===== config.mk =====
export PLATFORM = sky130hd
export DESIGN_NAME = ffha_fifo
export DESIGN_NICKNAME = d
export VERILOG_FILES = /design/src/first_fit_heap_allocator_core_assert.svh /design/src/ffha_pkg.sv /design/src/ffha_fifo.sv
export SDC_FILE = /design/constraint.sdc
export NUM_CORES = 1
export LEC_CHECK = 0
export ABC_AREA = 1
export BUFFER_PORTS_ARGS = -buffer_cell sky130_fd_sc_hd__buf_2
export CORE_MARGIN = 10
export CORE_UTILIZATION = 45
export DETAILED_ROUTE_END_ITERATION = 6
export PLACE_DENSITY = 0.67
export SLEW_MARGIN = 20
export SYNTH_ARGS = -nofsm -noshare
export SYNTH_HDL_FRONTEND = slang
export SYNTH_SLANG_ARGS = --single-unit
export TNS_END_PERCENT = 100

===== constraint.sdc =====
create_clock -name clk -period 2.73 [get_ports clk]
set_input_delay 0.1365 -clock clk [delete_from_list [all_inputs] [get_ports clk]]
set_output_delay 0.1365 -clock clk [all_outputs]
set_load 0.02 [all_outputs]

===== src/first_fit_heap_allocator_core_assert.svh =====
// Assertion macros used by the allocator back end.
// Include guard, so the macros are defined once per compilation unit.
`ifndef FIRST_FIT_HEAP_ALLOCATOR_CORE_ASSERT_SVH
`define FIRST_FIT_HEAP_ALLOCATOR_CORE_ASSERT_SVH

// Property checked on every rising clock edge while reset is released.
`define FFHA_ASSERT(label, clk, rst_n, prop, msg) \
    label: assert property (@(posedge clk) disable iff (!rst_n) prop) else $error(msg);

// Property checked on every rising clock edge, including during reset.
`define FFHA_ASSERT_ALWAYS(label, clk, prop, msg) \
    label: assert property (@(posedge clk) prop) else $error(msg);

`endif


===== src/ffha_pkg.sv =====
// ----------------------------------------------------------------------------
// ffha_pkg
// Types and fixed field widths shared by the first-fit allocator modules.
// ----------------------------------------------------------------------------
`timescale 1ns / 1ps
`default_nettype none

package ffha_pkg;

    // Field widths of the request, response and configuration transactions.
    localparam int REQ_W     = 15;
    localparam int HANDLE_W  = 12;
    localparam int OFFS_W    = 12;
    localparam int LARGEST_W = 15;
    localparam int CFG_W     = 13;
    localparam int WORDS_W   = 13;
    localparam int WORD_SH   = 3;

    // Reset value of the pool size register.
    localparam logic [CFG_W-1:0] CFG_RESET = CFG_W'(4096);

    typedef enum logic [1:0] {
        MODE_INIT  = 2'd0,
        MODE_ALLOC = 2'd1,
        MODE_FREE  = 2'd2,
        MODE_QUERY = 2'd3
    } mode_t;

    // Classified command handed from the front end to the back end.
    typedef struct packed {
        mode_t                 mode;
        logic [WORDS_W-1:0]    words;
        logic [HANDLE_W-1:0]   handle;
    } cmd_t;

endpackage

`default_nettype wire


===== src/ffha_fifo.sv =====
// ----------------------------------------------------------------------------
// ffha_fifo
// Two-entry command queue between the front end and the back end.
// ----------------------------------------------------------------------------
`timescale 1ns / 1ps
`default_nettype none

module ffha_fifo (
    input  wire logic           clk,
    input  wire logic           rst_n,
    input  wire ffha_pkg::cmd_t push_cmd,
    input  wire logic           push_valid,
    output logic                push_ready,
    output ffha_pkg::cmd_t      pop_cmd,
    output logic                pop_valid,
    input  wire logic           pop
);
    import ffha_pkg::*;

    cmd_t       entry_reg [2];
    logic       wptr_reg;
    logic       rptr_reg;
    logic [1:0] count_reg;
    logic       do_push;
    logic       do_pop;

    assign push_ready = (count_reg != 2'd2);
    assign pop_valid  = (count_reg != 2'd0);
    assign pop_cmd    = entry_reg[rptr_reg];
    assign do_push    = push_valid && push_ready;
    assign do_pop     = pop && pop_valid;

    // Pointer and occupancy bookkeeping.
    always_ff @(posedge clk or negedge rst_n)
    begin
        if (!rst_n)
        begin
            wptr_reg  <= 1'b0;
            rptr_reg  <= 1'b0;
            count_reg <= 2'd0;
        end
        else
        begin
            if (do_push)
            begin
                wptr_reg <= !wptr_reg;
            end
            if (do_pop)
            begin
                rptr_reg <= !rptr_reg;
            end
            count_reg <= count_reg + {1'b0, do_push} - {1'b0, do_pop};
        end
    end

    always_ff @(posedge clk)
    begin
        if (do_push)
        begin
            entry_reg[wptr_reg] <= push_cmd;
        end
    end

endmodule

`default_nettype wire


==> flow_summary.ini <==
[timing]
slew_violations = 0
final.setup.tns_ps = 0
rsz0062_at_grt = false
tightest_slew_ps = 424.5
hold_ws_ps = 14.48
relSlewSlack_pct = 71.70
max_freq_mhz = 596.6
skew_ps = 3.919
period_needed_ps = 1676
hold_viol_final = 0
fin_crit_sh_pct = 61.40
final-setup-viol-count = 0

[cts]
cts_sinks = 58
tritoncts = yes
cts_buffer_depth = 2
postCtsSetupBuffers = 0
cts_resized = 0
cts_root_buf = clkbuf_8
htree_levels = 3
cts_buffers = 9
clk_latency_ps = 320
ctsHoldBuffers = 22
clk_pin_slew_ps = 60

[power]
finalPower_w = 0.003281
ir_drop_mv = 0.5796
p_leak_nw = 1.332
power_density_nw_per_um2 = 1089

[layout]
fill_cells = 380
multi_input_area_sq_um = 407.9
nets = 296
drive_above_1_share_pct = 30.48
regArea_sq_um = 1722
instances_no_fill = 336
largest_reg_flops = 54
layout_commonest_cell = nand2_1
fin_util_pct = 63.79
final_cell_mix = nand2_1, buf_2, edfxtp_1, dlygate4sd3_1, clkbuf_8
diodes = 0
synthToLayoutAreaGrowth_pct = 36.82

[grt]
antenna_found_initial = 0
grt.overflow.total = 0
grt_pass1_vias = 1584
grt_pass1_wl_um = 7769
grtUsageTotal_pct = 12.00
grt_max_degree = 29

[floorplanning]
ios = 60
initial_core_util_pct = 46.62
fp.coreArea_sq_um = 4723
die_area_sq_um = 8092
die_x_um = 89.96
std_cell_rows = 25
die_h_um = 89.96

[setup_path]
cp-startpoint = rptr_reg
critPathLaunchType = flip-flop
cp.required_ps = 2590
path_max_fanout = 17
reg2reg_from = count_reg[1]
critPathMostFrequentCell = nand2_1
cp.arrival_ps = 1540
path_cells = buf_4 -> nand2_1 -> nand2_1 -> buf_2
critPathSlowestCell = dfrtp_1
critical_path.max_stage_delay_ps = 600
cp-end-kind = output port
path_class = reg -> out

[route]
routed_wl_um = 4591
drc = 0
detailedRoute.firstIterationViolations = 66
viasPerCell = 4.443
num_vias = 1493
drt-wirelength-per-cell_um = 13.66
ant_nets = 0
dr.pass1.iters = 4

[synth]
synth_area_sq_um = 2202
synth_nets = 204
syn_area_per_cell_sq_um = 12.80
synth_seq_cells = 58
synth_warnings = 0
ys_seq_area_share_pct = 78.18
synth_cell_types = 17
synth_cells = 172

[placement]
portBuffers = 59
place_congestion = 0.7766
dp.cells = 296
hpwl_um = 3039

[hold_path]
hp-start = push_cmd[1]
hold_path_class = in -> reg

[outcome]
outcome = finished, final reports clean

[job]
maxCapViolCount = 0
[per-stage QoR]
stage | setup WS [ps] | instance area (sq um)
final | 1054 | 3013
after global routing | 918.0 | 3013
after CTS | 1014 | 2993
after detailed placement | 1316 | 2564
after global placement | 1329 | 2564
after floorplan | 494.1 | 2202
[logic make-up (layout without fill, tap and decap cells)]
kind of cell,Yosys count,in the layout,synth area share (%)
AOI/OAI and AO/OA,2,2,0.4541
and+or+nand+nor,97,97,16.99
adders and majority gates,1,1,0.5681
DFF,58,58,78.18
buffers and inverters,13,110,3.409
xor gates and xnor gates,1,1,0.3978
[final cells by class]
type	instances	share of cell area [%]
well taps	67	2.782
multi-input cells	101	13.54
inverters	8	1.080
flip-flops and latches	58	57.14
clock buffers	10	4.236
clock inverters	6	2.699
repair buffers	86	18.52
[path summary, 6_finish.rpt]
| check | endpoint | slack [ps] | cells after the start |
|---|---|---|---|
| max | pop_cmd[1] | 1050 | 4 |
| min | entry_reg[1][1] | 10 | 1 |
| max reg2reg | entry_reg[1][21] | 1300 | 4 |
| min reg2reg | wptr_reg | 550 | 2 |
| max in group asynchronous | count_reg[1] | 2450 | 2 |
| min in group asynchronous | wptr_reg | 150 | 2 |
[worst max-delay path: cells and delay by family (launching register included)]
family,cells,cell delay [ps]
simple gates,2,150
flops,1,600
buf+inv,2,460
[cells in the mapped netlist (all sizes together)]
| cell | count | share of area, % |
|---|---|---|
| dfrtp | 4 | 4.5 |
| ha | 1 | 0.57 |
| edfxtp | 54 | 74 |
| buf | 5 | 1.9 |
| xor2 | 1 | 0.40 |
| nand2 | 90 | 16 |
| inv | 8 | 1.5 |
| o21ai | 1 | 0.23 |
| nor2 | 5 | 0.97 |
| nand3 | 2 | 0.45 |
| a21oi | 1 | 0.23 |
[power by group]
group	total, W	internal (W)	leakage [nW]	switching (W)
clock	0.000825	0.000507	0.104	0.000317
combinational	0.00115	0.000350	0.680	0.000797
sequential	0.00131	0.00122	0.548	0.0000915
total	0.00328	0.00208	1.33	0.00121
[routing by layer]
layer | track usage, % | vias to the layer above | wire length [um]
met3 | 4.821 | 6 | 267
met1 | 13.72 | 687 | 2040
met5 | 0 | - | 0
li1 | - | 758 | -
met2 | 19.19 | 42 | 2222
met4 | 5.703 | 0 | 60
No activity file was read; power rests on OpenSTA's default activity.
