===== src/first_fit_heap_allocator_core_assert.svh =====
// Assertion macros used by the allocator back end.
// Include guard, so the macros are defined once per compilation unit.
`ifndef FIRST_FIT_HEAP_ALLOCATOR_CORE_ASSERT_SVH
`define FIRST_FIT_HEAP_ALLOCATOR_CORE_ASSERT_SVH

// Property checked on every rising clock edge while reset is released.
`define FFHA_ASSERT(label, clk, rst_n, prop, msg) \
    label: assert property (@(posedge clk) disable iff (!rst_n) prop) else $error(msg);

// Property checked on every rising clock edge, including during reset.
`define FFHA_ASSERT_ALWAYS(label, clk, prop, msg) \
    label: assert property (@(posedge clk) prop) else $error(msg);

`endif


===== src/ffha_pkg.sv =====
// ----------------------------------------------------------------------------
// ffha_pkg
// Types and fixed field widths shared by the first-fit allocator modules.
// ----------------------------------------------------------------------------
`timescale 1ns / 1ps
`default_nettype none

package ffha_pkg;

    // Field widths of the request, response and configuration transactions.
    localparam int REQ_W     = 15;
    localparam int HANDLE_W  = 12;
    localparam int OFFS_W    = 12;
    localparam int LARGEST_W = 15;
    localparam int CFG_W     = 13;
    localparam int WORDS_W   = 13;
    localparam int WORD_SH   = 3;

    // Reset value of the pool size register.
    localparam logic [CFG_W-1:0] CFG_RESET = CFG_W'(4096);

    typedef enum logic [1:0] {
        MODE_INIT  = 2'd0,
        MODE_ALLOC = 2'd1,
        MODE_FREE  = 2'd2,
        MODE_QUERY = 2'd3
    } mode_t;

    // Classified command handed from the front end to the back end.
    typedef struct packed {
        mode_t                 mode;
        logic [WORDS_W-1:0]    words;
        logic [HANDLE_W-1:0]   handle;
    } cmd_t;

endpackage

`default_nettype wire


===== src/ffha_if.sv =====
// ----------------------------------------------------------------------------
// ffha_if
// Valid/ready channel interfaces for allocator requests and responses.
// ----------------------------------------------------------------------------
`timescale 1ns / 1ps
`default_nettype none

interface ffha_req_if;
    logic                          valid;
    logic                          ready;
    logic [1:0]                    mode;
    logic [ffha_pkg::REQ_W-1:0]    request_bytes;
    logic [ffha_pkg::HANDLE_W-1:0] handle;

    modport source (output valid, mode, request_bytes, handle, input ready);
    modport sink   (input valid, mode, request_bytes, handle, output ready);
endinterface


`default_nettype wire


===== src/ffha_front.sv =====
// ----------------------------------------------------------------------------
// ffha_front
// Accepts request transactions and classifies them into commands.
// ----------------------------------------------------------------------------
`timescale 1ns / 1ps
`default_nettype none

module ffha_front (
    input  wire logic           clk,
    input  wire logic           rst_n,
    ffha_req_if.sink            req,
    output ffha_pkg::cmd_t      cmd,
    output logic                cmd_valid,
    input  wire logic           cmd_ready
);
    import ffha_pkg::*;

    logic                full_reg;
    cmd_t                cmd_reg;
    logic [REQ_W:0]      req_round;
    cmd_t                cmd_in;

    // Round the byte count up to whole 8-byte words.
    assign req_round = {1'b0, req.request_bytes} + (REQ_W+1)'(7);

    always_comb
    begin
        cmd_in.mode   = mode_t'(req.mode);
        cmd_in.words  = WORDS_W'(req_round >> WORD_SH);
        cmd_in.handle = req.handle;
    end

    assign req.ready = !full_reg || cmd_ready;
    assign cmd_valid = full_reg;
    assign cmd       = cmd_reg;

    // Holding stage in front of the command queue.
    always_ff @(posedge clk or negedge rst_n)
    begin
        if (!rst_n)
        begin
            full_reg <= 1'b0;
        end
        else if (req.valid && req.ready)
        begin
            full_reg <= 1'b1;
        end
        else if (cmd_ready)
        begin
            full_reg <= 1'b0;
        end
    end

    always_ff @(posedge clk)
    begin
        if (req.valid && req.ready)
        begin
            cmd_reg <= cmd_in;
        end
    end

endmodule

`default_nettype wire


===== src/flat_wrapper.sv =====
// flat-port wrapper written by rule: the top's interface ports become plain ports
module ffha_front_flat import ffha_pkg::*;
  (clk, rst_n, cmd, cmd_valid, cmd_ready, req_valid, req_mode, req_request_bytes, req_handle, req_ready);
  ffha_req_if req_i ();
  input  wire logic clk;
  input  wire logic rst_n;
  output ffha_pkg::cmd_t cmd;
  output logic cmd_valid;
  input  wire logic cmd_ready;
  input wire logic [$bits(req_i.valid)-1:0] req_valid;
  input wire logic [$bits(req_i.mode)-1:0] req_mode;
  input wire logic [$bits(req_i.request_bytes)-1:0] req_request_bytes;
  input wire logic [$bits(req_i.handle)-1:0] req_handle;
  output wire logic [$bits(req_i.ready)-1:0] req_ready;
  assign req_i.valid = req_valid;
  assign req_i.mode = req_mode;
  assign req_i.request_bytes = req_request_bytes;
  assign req_i.handle = req_handle;
  assign req_ready = req_i.ready;
  ffha_front u_core (.clk(clk), .rst_n(rst_n), .req(req_i), .cmd(cmd), .cmd_valid(cmd_valid), .cmd_ready(cmd_ready));
endmodule

===== config.mk =====
export PLATFORM = sky130hd
export DESIGN_NAME = ffha_front_flat
export DESIGN_NICKNAME = d
export VERILOG_FILES = /design/src/first_fit_heap_allocator_core_assert.svh /design/src/ffha_pkg.sv /design/src/ffha_if.sv /design/src/ffha_front.sv /design/src/flat_wrapper.sv
export SDC_FILE = /design/constraint.sdc
export NUM_CORES = 1
export LEC_CHECK = 0
export ABC_AREA = 0
export ABC_CLOCK_PERIOD_IN_PS = 3300
export BUFFER_PORTS_ARGS = -buffer_cell sky130_fd_sc_hd__buf_2
export CAP_MARGIN = 0
export CORE_MARGIN = 4
export CORE_UTILIZATION = 40
export CTS_CLUSTER_SIZE = 20
export DETAILED_ROUTE_END_ITERATION = 12
export GPL_ROUTABILITY_DRIVEN = 0
export PLACE_DENSITY = 0.73
export SYNTH_ARGS = -nofsm -noshare
export SYNTH_HDL_FRONTEND = slang
export SYNTH_SLANG_ARGS = --single-unit

===== constraint.sdc =====
create_clock -name clk -period 3.3 [get_ports clk]
set_input_delay 0.66 -clock clk [delete_from_list [all_inputs] [get_ports clk]]
set_output_delay 0.66 -clock clk [all_outputs]
set_load 0.005 [all_outputs]

==> results.yml, run 1 <==
outcome:
  status: "finished, final reports clean"
clock_network:
  cts-root-buf: "clkbuf_4"
  cts-htree-levels: 1
  clk_latency_ns: 0.31
  post-cts-setup-buffers: 0
  hold_buffers: 0
  cts-buffers-inserted: 3
  cts.sinks: 28
  cts_tree: "yes"
  cts_buffer_depth: 2
  clkTransAtPathRegs_ns: 0.13
  post_cts_resized: 0
timing:
  setup_viol: 0
  rsz0062_at_grt: "no"
  hold_ws_ns: 0.09210
  post-route-min-period_ns: 1.695
  finalSetupTns_ns: 0
  worst_pin_slew_ns: 0.6163
  slew_headroom: 0.5869
  setup_ws_ns: 1.605
  max_freq_mhz: 590.0
  finalHoldViolations: 0
  fin_crit_sh: 0.5136
  final_max_slew_viol_count: 0
  clock_skew_ns: 0.0008130
detailed_routing:
  wl_per_cell_um: 13.60
  num_vias: 774
  viasPerCell: 4.807
  wirelength_um: 2190
  drc_errors: 0
  first_pass_iters: 4
  drtIter0Drc: 1
  ant_nets: 0
synth:
  synth.top_cell.area_share: 0.7281
  ys_ff_latch: 28
  ys_top_cells_by_area: "edfxtp_1 73%, xor2_1 6.3%, xnor2_1 3.1%, dfrtp_1 2.2%, nor4_1 2.2%"
  synth_edf_count: 27
  yosysTopAreaCell: "edfxtp_1"
  synth_commonest_cells: "27 x edfxtp_1, 8 x xor2_1, 4 x nand2_1, 4 x nor4_1, 4 x xnor2_1"
  synth.most_common_cell: "edfxtp_1"
  ys_warn_count: 0
  syn_nets: 98
  syn_inst: 65
  yosysSeqAreaShare: 0.7506
  syn-mean-instance-area_um2: 17.13
  async_reset_ff_frac: 0.03571
  synth.distinct_cells: 18
  synth_ff_type: "edfxtp_1"
  syn_area_um2: 1114
critical_path:
  cp.required_ns: 2.64
  r2r-start: "u_core.cmd_valid$_DFFE_PN0P_"
  slowest_delay_ns: 0.15
  r2r_slack_ns: 2.05
  crit_fanout: 3
  cpMostUsedCell: "buf_2"
  r2r_end: "u_core.cmd[12]$_DFFE_PP_"
  path_cells: "buf_2 > nand2b_1 > buf_2"
  endpoint_kind: "output pin"
  cp_slowest_cell: "nand2b_1"
  cp.arrival_ns: 1.03
  reg2reg_depth: 3
  start_kind: "primary input"
  path_class: "primary input to output pin"
global_route:
  antenna_found_initial: 0
  grt_pass1_wl_um: 3256
  grt_pass1_vias: 780
  track_usage: 0.1235
  grt-ovfl-total: 0
  grt_max_degree: 28
pwr:
  ir_worst_vdd_mv: 0.2331
  power.density_nw_per_um2: 422.0
  p_leak_nw: 0.6191
min_path:
  hold_path_class: "primary input to asynchronous set/reset pin"
place:
  dp_slack_ns: 1.351
  dp.cells: 157
  port_buffers: 61
  postPlaceCellArea_um2: 1464
die:
  core_area_um2: 2567
  die_x_um: 60.76
  dieArea_um2: 3692
  row_count: 18
  top_level_ports: 62
  die_h_um: 60.76
  initial_core_util: 0.4337
cells_and_area:
  largest_reg_flops: 27
  final_nets: 165
  drive_gt1_frac: 0.5344
  layout.cells.non_filler: 161
  final_area_um2: 1490
  syn_to_final_growth_pct: 33.82
  diodes: 0
run:
  cap_violations: 0
how the worst max path moves through the flow:
stage / from / end / slack (ns) / depth (start not counted)
finish: cmd_ready / req_ready / 1.61 / 3
floorplan: cmd_ready / u_core.cmd[0]$_DFFE_PP_ / 1.41 / 2
global route: cmd_ready / req_ready / 1.58 / 3
global placement: req_request_bytes[2] / u_core.cmd[20]$_DFFE_PP_ / 1.43 / 4
CTS: cmd_ready / req_ready / 1.60 / 3
detailed placement: req_request_bytes[2] / u_core.cmd[23]$_DFFE_PP_ / 1.35 / 4
stage by stage:
step / util / power [W]
2_1_floorplan: - / 0.0004539
3_3_place_gp: 0.5702 / 0.0005013
3_5_place_dp: 0.5702 / 0.0005052
4_1_cts: 0.5804 / 0.0006376
5_1_grt: 0.5804 / 0.0006547
6_report: 0.5804 / 0.0006289
routing by layer:
layer	track usage	share of wire
met2	0.2214	0.48
met3	0.02340	0.14
met1	0.1337	0.35
met5	0	0
met4	0.07430	0.020
cell families after synthesis:
kind of cell              after synthesis  synth area share
DFF                                    28            0.7506
and+or+nand+nor                        25            0.1550
xor gates and xnor gates               12           0.09438
critical path, delay by kind of cell:
family | cells | cell delay (ns)
buf+inv | 2 | 0.22
simple gates | 1 | 0.15
cells in the final DEF, fill, tap and decap left out, types with 2 or more instances in the layout:
master,synthesis,final
edfxtp_1,27,27
nand3_1,3,3
buf_2,0,61
clkbuf_4,0,3
xnor2_1,4,4
nand4_1,2,2
xor2_1,8,8
nand2b_1,2,2
nor3_2,2,2
nand2_1,4,4
nor4_1,4,4
power by group:
| group | switching [W] | total (W) | leakage (nW) | internal (W) |
|---|---|---|---|---|
| Combinational | 0.0000398 | 0.0000764 | 0.336 | 0.0000367 |
| Sequential | 0.00000424 | 0.000419 | 0.268 | 0.000414 |
| Clock | 0.0000867 | 0.000134 | 0.0150 | 0.0000472 |
| Total | 0.000131 | 0.000629 | 0.619 | 0.000498 |
final cells by class:
cell class / count / area [um^2]
timing repair buffer: 62 / 312.8
fill: 230 / 1077
multi-input combinational: 37 / 277.8
tap: 30 / 37.54
clock buffer: 4 / 26.28
sequential: 28 / 835.8
No activity file was read; power rests on OpenSTA's default activity.
==> run 2, diff against run 1 <==
--- a/config.mk
+++ b/config.mk
@@ -5,8 +5,8 @@
 export SDC_FILE = /design/constraint.sdc
 export NUM_CORES = 1
 export LEC_CHECK = 0
-export ABC_AREA = 0
-export ABC_CLOCK_PERIOD_IN_PS = 3300
+export ABC_AREA = 1
+export ABC_CLOCK_PERIOD_IN_PS = 1630
 export BUFFER_PORTS_ARGS = -buffer_cell sky130_fd_sc_hd__buf_2
 export CAP_MARGIN = 0
 export CORE_MARGIN = 4
@@ -14,7 +14,7 @@
 export CTS_CLUSTER_SIZE = 20
 export DETAILED_ROUTE_END_ITERATION = 12
 export GPL_ROUTABILITY_DRIVEN = 0
-export PLACE_DENSITY = 0.73
+export PLACE_DENSITY = 0.71
 export SYNTH_ARGS = -nofsm -noshare
 export SYNTH_HDL_FRONTEND = slang
 export SYNTH_SLANG_ARGS = --single-unit
==> constraint.sdc (replaced) <==
create_clock -name clk -period 1.63 [get_ports clk]
set_input_delay 0.326 -clock clk [delete_from_list [all_inputs] [get_ports clk]]
set_output_delay 0.326 -clock clk [all_outputs]
set_load 0.005 [all_outputs]
==> results.yml, run 2 <==
outcome:
  status: "finished, final reports clean"
timing:
  fin_crit_sh: 0.7718
  finalHoldViolations: 0
  setup_viol: 0
  clock_skew_ns: 0.001056
  max_freq_mhz: 794.9
  post-route-min-period_ns: 1.258
  finalSetupTns_ns: 0
  rsz0062_at_grt: "no"
  final_max_slew_viol_count: 0
  worst_pin_slew_ns: 0.3230
  slew_headroom: 0.7847
place:
  port_buffers: 61
  postPlaceCellArea_um2: 1674
  hpwl_um: 2136
clock_network:
  post-cts-setup-buffers: 0
  cts-root-buf: "clkbuf_4"
  clk_latency_ns: 0.31
  clkTransAtPathRegs_ns: 0.13
  cts-buffers-inserted: 3
  cts-htree-levels: 1
  cts_buffer_depth: 2
  post_cts_resized: 0
  cts.sinks: 28
  cts_tree: "yes"
cells_and_area:
  final_cell_mix: "61 x buf_2, 29 x nand2_1, 27 x edfxtp_1, 16 x inv_1, 10 x nor2_1"
  fin_util: 0.5544
  diodes: 0
  final_area_um2: 1720
  final_nets: 220
  mostFrequentLayoutCell: "buf_2"
  largest_reg_flops: 27
  syn_to_final_growth_pct: 31.33
  drive_gt1_frac: 0.4516
die:
  core_area_um2: 3103
  top_level_ports: 62
  die_x_um: 65.23
  row_count: 20
  initial_core_util: 0.4222
  dieArea_um2: 4254
  die_h_um: 65.23
synth:
  async_reset_ff_frac: 0.03571
  synth_ff_type: "edfxtp_1"
  synth_edf_count: 27
  synth.most_common_cell: "nand2_1"
  synth.distinct_cells: 24
  syn_nets: 153
  ys_warn_count: 0
  syn_area_um2: 1310
  syn_inst: 120
  yosysTopAreaCell: "edfxtp_1"
  ys_ff_latch: 28
  synth.top_cell.area_share: 0.6189
  yosysSeqAreaShare: 0.6380
  ys_top_cells_by_area: "edfxtp_1 62%, nand2_1 8.3%, inv_1 4.6%, nand2_2 2.9%, nor2_1 2.9%"
  syn-mean-instance-area_um2: 10.92
  synth_commonest_cells: "29 x nand2_1, 27 x edfxtp_1, 16 x inv_1"
min_path:
  hold_path_class: "primary input to flop"
  holdPathStages: 1
  min_to: "u_core.cmd[26]$_DFFE_PP_"
  min_from: "req_mode[1]"
detailed_routing:
  wirelength_um: 2589
  wl_per_cell_um: 11.26
  ant_nets: 0
  drc_errors: 0
  viasPerCell: 4.609
  drtIter0Drc: 50
  num_vias: 1060
  first_pass_iters: 4
global_route:
  grt-ovfl-total: 0
  track_usage: 0.1289
  antenna_found_initial: 0
  grt_max_degree: 28
  grt_pass1_wl_um: 4284
  grt_pass1_vias: 1021
critical_path:
  cp.required_ns: 1.30
  start_kind: "flop"
  endpoint_kind: "output pin"
  r2r-start: "u_core.cmd_valid$_DFFE_PN0P_"
  r2r_end: "u_core.cmd[7]$_DFFE_PP_"
  path_class: "flop to output pin"
  crit_fanout: 3
  reg2reg_depth: 2
  cp.arrival_ns: 0.93
  cp-startpoint: "u_core.cmd_valid$_DFFE_PN0P_"
  r2r_slack_ns: 0.43
pwr:
  p_leak_nw: 0.7890
  total_power_w: 0.001356
  power.density_nw_per_um2: 788.0
  ir_worst_vdd_mv: 0.2647
run:
  cap_violations: 0
[run 2: cell count changes in the layout (fill, tap and decap cells not counted), moves of 3 or more]
| cell | previous run | this run |
|---|---|---|
| xor2_1 | 8 | 1 |
| nor4_1 | 4 | 0 |
| nor2_1 | 1 | 10 |
| nand2_1 | 4 | 29 |
| nor2_4 | 0 | 3 |
| nand2_2 | 0 | 6 |
| inv_1 | 0 | 16 |
| nand3_1 | 3 | 6 |
[run 2: per-stage QoR]
stage	hold slack (ns)	setup slack, ns	instances
4_1_cts	0.1699	0.3514	230
3_3_place_gp	0.1004	0.3871	225
3_5_place_dp	0.1035	0.3677	225
2_1_floorplan	0.03041	0.03354	120
6_report	0.1814	0.3719	230
5_1_grt	0.1294	0.2503	230
[run 2: how the worst max path moves through the flow]
stage | end | depth (start not counted)
2_1_floorplan | u_core.cmd[0]$_DFFE_PP_ | 1
3_3_place_gp | u_core.cmd[23]$_DFFE_PP_ | 6
3_5_place_dp | u_core.cmd[23]$_DFFE_PP_ | 6
4_1_cts | req_ready | 2
5_1_grt | req_ready | 2
6_report | req_ready | 2
[run 2: power breakdown]
part           internal (W)  switching (W)
registers          0.000838     0.00000867
clock network      0.000136       0.000177
logic             0.0000841       0.000112
[run 2: logic make-up after synthesis]
family,share of synthesized area
XOR/XNOR,0.02675
AO/OA/AOI/OAI,0.03916
buffers and inverters,0.05731
flip-flops,0.6380
AND/OR/NAND/NOR,0.2388
[run 2: layer usage]
layer / track usage / up-vias / routed length [um]
li1: - / 526 / -
met1: 0.1580 / 474 / 1082
met2: 0.2137 / 58 / 1185
met3: 0.03932 / 2 / 308
met4: 0.04663 / 0 / 12
met5: 0 / - / 0
[run 2: area by class of cell]
cell class / instances / area (um^2)
sequential: 28 / 835.8
fill: 299 / 1383
tap: 44 / 55.05
multi-input combinational: 73 / 402.9
timing repair buffer: 63 / 322.8
inverter: 18 / 67.56
clock buffer: 4 / 36.28
[run 2: timing repair]
action / in CTS / in global routing
endpoints found under the setup margin: 0 / 0
hold buffers: 1 / 0
hold endpoints to repair: 1 / 0
[run 2: worst max-delay path, cell delays in order (launching register included)]
cell and delay (ns):
dfrtp_1 0.43, nand2_1 0.09, buf_2 0.11
==> run 3, diff against run 2 <==
--- a/config.mk
+++ b/config.mk
@@ -6,7 +6,7 @@
 export NUM_CORES = 1
 export LEC_CHECK = 0
 export ABC_AREA = 1
-export ABC_CLOCK_PERIOD_IN_PS = 1630
+export ABC_CLOCK_PERIOD_IN_PS = 1300
 export BUFFER_PORTS_ARGS = -buffer_cell sky130_fd_sc_hd__buf_2
 export CAP_MARGIN = 0
 export CORE_MARGIN = 4
==> constraint.sdc (replaced) <==
create_clock -name clk -period 1.3 [get_ports clk]
set_input_delay 0.26 -clock clk [delete_from_list [all_inputs] [get_ports clk]]
set_output_delay 0.26 -clock clk [all_outputs]
set_load 0.005 [all_outputs]
==> results.yml, run 3 (synthesis gave the netlist of run 2 again) <==
clock_network:
  post_cts_resized: 0
  cts_tree: "yes"
  cts-buffers-inserted: 3
  cts.sinks: 28
  clk_latency_ns: 0.31
  cts-htree-levels: 1
  cts-root-buf: "clkbuf_4"
  clkTransAtPathRegs_ns: 0.13
  cts_buffer_depth: 2
die:
  dieArea_um2: 4254
  die_x_um: 65.23
  core_area_um2: 3103
  top_level_ports: 62
  initial_core_util: 0.4222
  row_count: 20
  die_h_um: 65.23
detailed_routing:
  num_vias: 1059
  drtIter0Drc: 31
  first_pass_iters: 4
  drc_errors: 0
  ant_nets: 0
  wirelength_um: 2673
  wl_per_cell_um: 11.62
  viasPerCell: 4.604
place:
  postPlaceCellArea_um2: 1694
  port_buffers: 61
  dp_slack_ns: 0.09555
  hpwl_um: 2197
  dp.cells: 225
timing:
  fin_crit_sh: 0.9352
  rsz0062_at_grt: "no"
  final_max_slew_viol_count: 0
  setup_ws_ns: 0.08426
  setup_viol: 0
  clock_skew_ns: 0.002952
  post-route-min-period_ns: 1.216
  worst_pin_slew_ns: 0.2047
  finalHoldViolations: 0
  hold_ws_ns: 0.1150
  slew_headroom: 0.8634
  max_freq_mhz: 822.5
cells_and_area:
  syn_to_final_growth_pct: 32.09
  final_cell_mix: "61 x buf_2, 29 x nand2_1, 27 x edfxtp_1, 16 x inv_1, 10 x nor2_1"
  mostFrequentLayoutCell: "buf_2"
  nFillCells: 287
  diodes: 0
  final_area_um2: 1730
  largest_reg_flops: 27
  drive_gt1_frac: 0.4462
  layout.cells.non_filler: 230
  final_nets: 220
critical_path:
  cp_slowest_cell: "dfrtp_1"
  endpoint_kind: "output pin"
  cp.required_ns: 1.04
  path_class: "flop to output pin"
  slowest_delay_ns: 0.44
  crit_fanout: 3
  reg2reg_depth: 2
  cp.arrival_ns: 0.96
  start_kind: "flop"
  path_cells: "nand2_1 > buf_2"
min_path:
  holdPathStages: 1
  hold_path_class: "primary input to flop"
pwr:
  total_power_w: 0.001657
  ir_worst_vdd_mv: 0.3269
  power.density_nw_per_um2: 957.3
  p_leak_nw: 0.7882
global_route:
  grt_max_degree: 28
  grt_pass1_wl_um: 4464
  antenna_found_initial: 0
  track_usage: 0.1338
  grt_pass1_vias: 1037
  grt-ovfl-total: 0
run:
  cap_violations: 0
outcome:
  status: "finished, final reports clean"
run 3: cell types whose count changed in the layout (fill, tap and decap cells not counted):
| cell | change |
|---|---|
| buf_4 | -1 |
| clkbuf_1 | +1 |
| buf_12 | +1 |
| clkbuf_8 | -1 |
| a21oi_2 | -1 |
| a21oi_4 | +1 |
run 3: timing repair:
action,4_1_cts,5_1_grt
hold endpoints to repair,1,0
hold buffers,1,0
buffers inserted,0,0
run 3: final cells by class:
cell class                 instances  area [um^2]  area share
sequential                        28        835.8      0.4830
multi-input combinational         73        410.4      0.2372
inverter                          18        67.56     0.03905
tap                               44        55.05     0.03181
clock buffer                       4        26.28     0.01518
timing repair buffer              63        335.3      0.1938
run 3: path summary, 6_finish.rpt:
path	from	to	slack (ns)
setup / recovery	u_core.cmd_valid$_DFFE_PN0P_	req_ready	0.08
hold / removal	req_handle[4]	u_core.cmd[4]$_DFFE_PP_	0.11
setup reg to reg	u_core.cmd_valid$_DFFE_PN0P_	u_core.cmd[16]$_DFFE_PP_	0.23
hold reg to reg	u_core.cmd_valid$_DFFE_PN0P_	u_core.cmd_valid$_DFFE_PN0P_	0.59
max in group asynchronous	rst_n	u_core.cmd_valid$_DFFE_PN0P_	0.98
min in group asynchronous	rst_n	u_core.cmd_valid$_DFFE_PN0P_	0.24
run 3: report_power, final:
group	internal [W]	total (W)	switching (W)
clock	0.000120	0.000338	0.000218
combinational	0.000112	0.000257	0.000145
sequential	0.00105	0.00106	0.0000110
total	0.00128	0.00166	0.000375
run 3: per-layer routing:
| layer | GRT usage | vias up | part of all wire |
|---|---|---|---|
| li1 | - | 524 | - |
| met1 | 0.1509 | 462 | 0.42 |
| met2 | 0.2415 | 69 | 0.44 |
| met3 | 0.02735 | 4 | 0.12 |
| met4 | 0.05959 | 0 | 0.017 |
| met5 | 0 | - | 0 |
run 3: worst max-delay path, delay by kind of cell (launching register included):
| kind | cells | cell delay, ns |
|---|---|---|
| DFF | 1 | 0.44 |
| buffers and inverters | 1 | 0.11 |
| and+or+nand+nor | 1 | 0.10 |
run 3: stage by stage:
step                setup TNS [ns]  utilization
floorplan                  -0.6418            -
global placement                 0       0.5460
detailed placement               0       0.5460
CTS                              0       0.5577
global route                     0       0.5577
finish                           0       0.5577
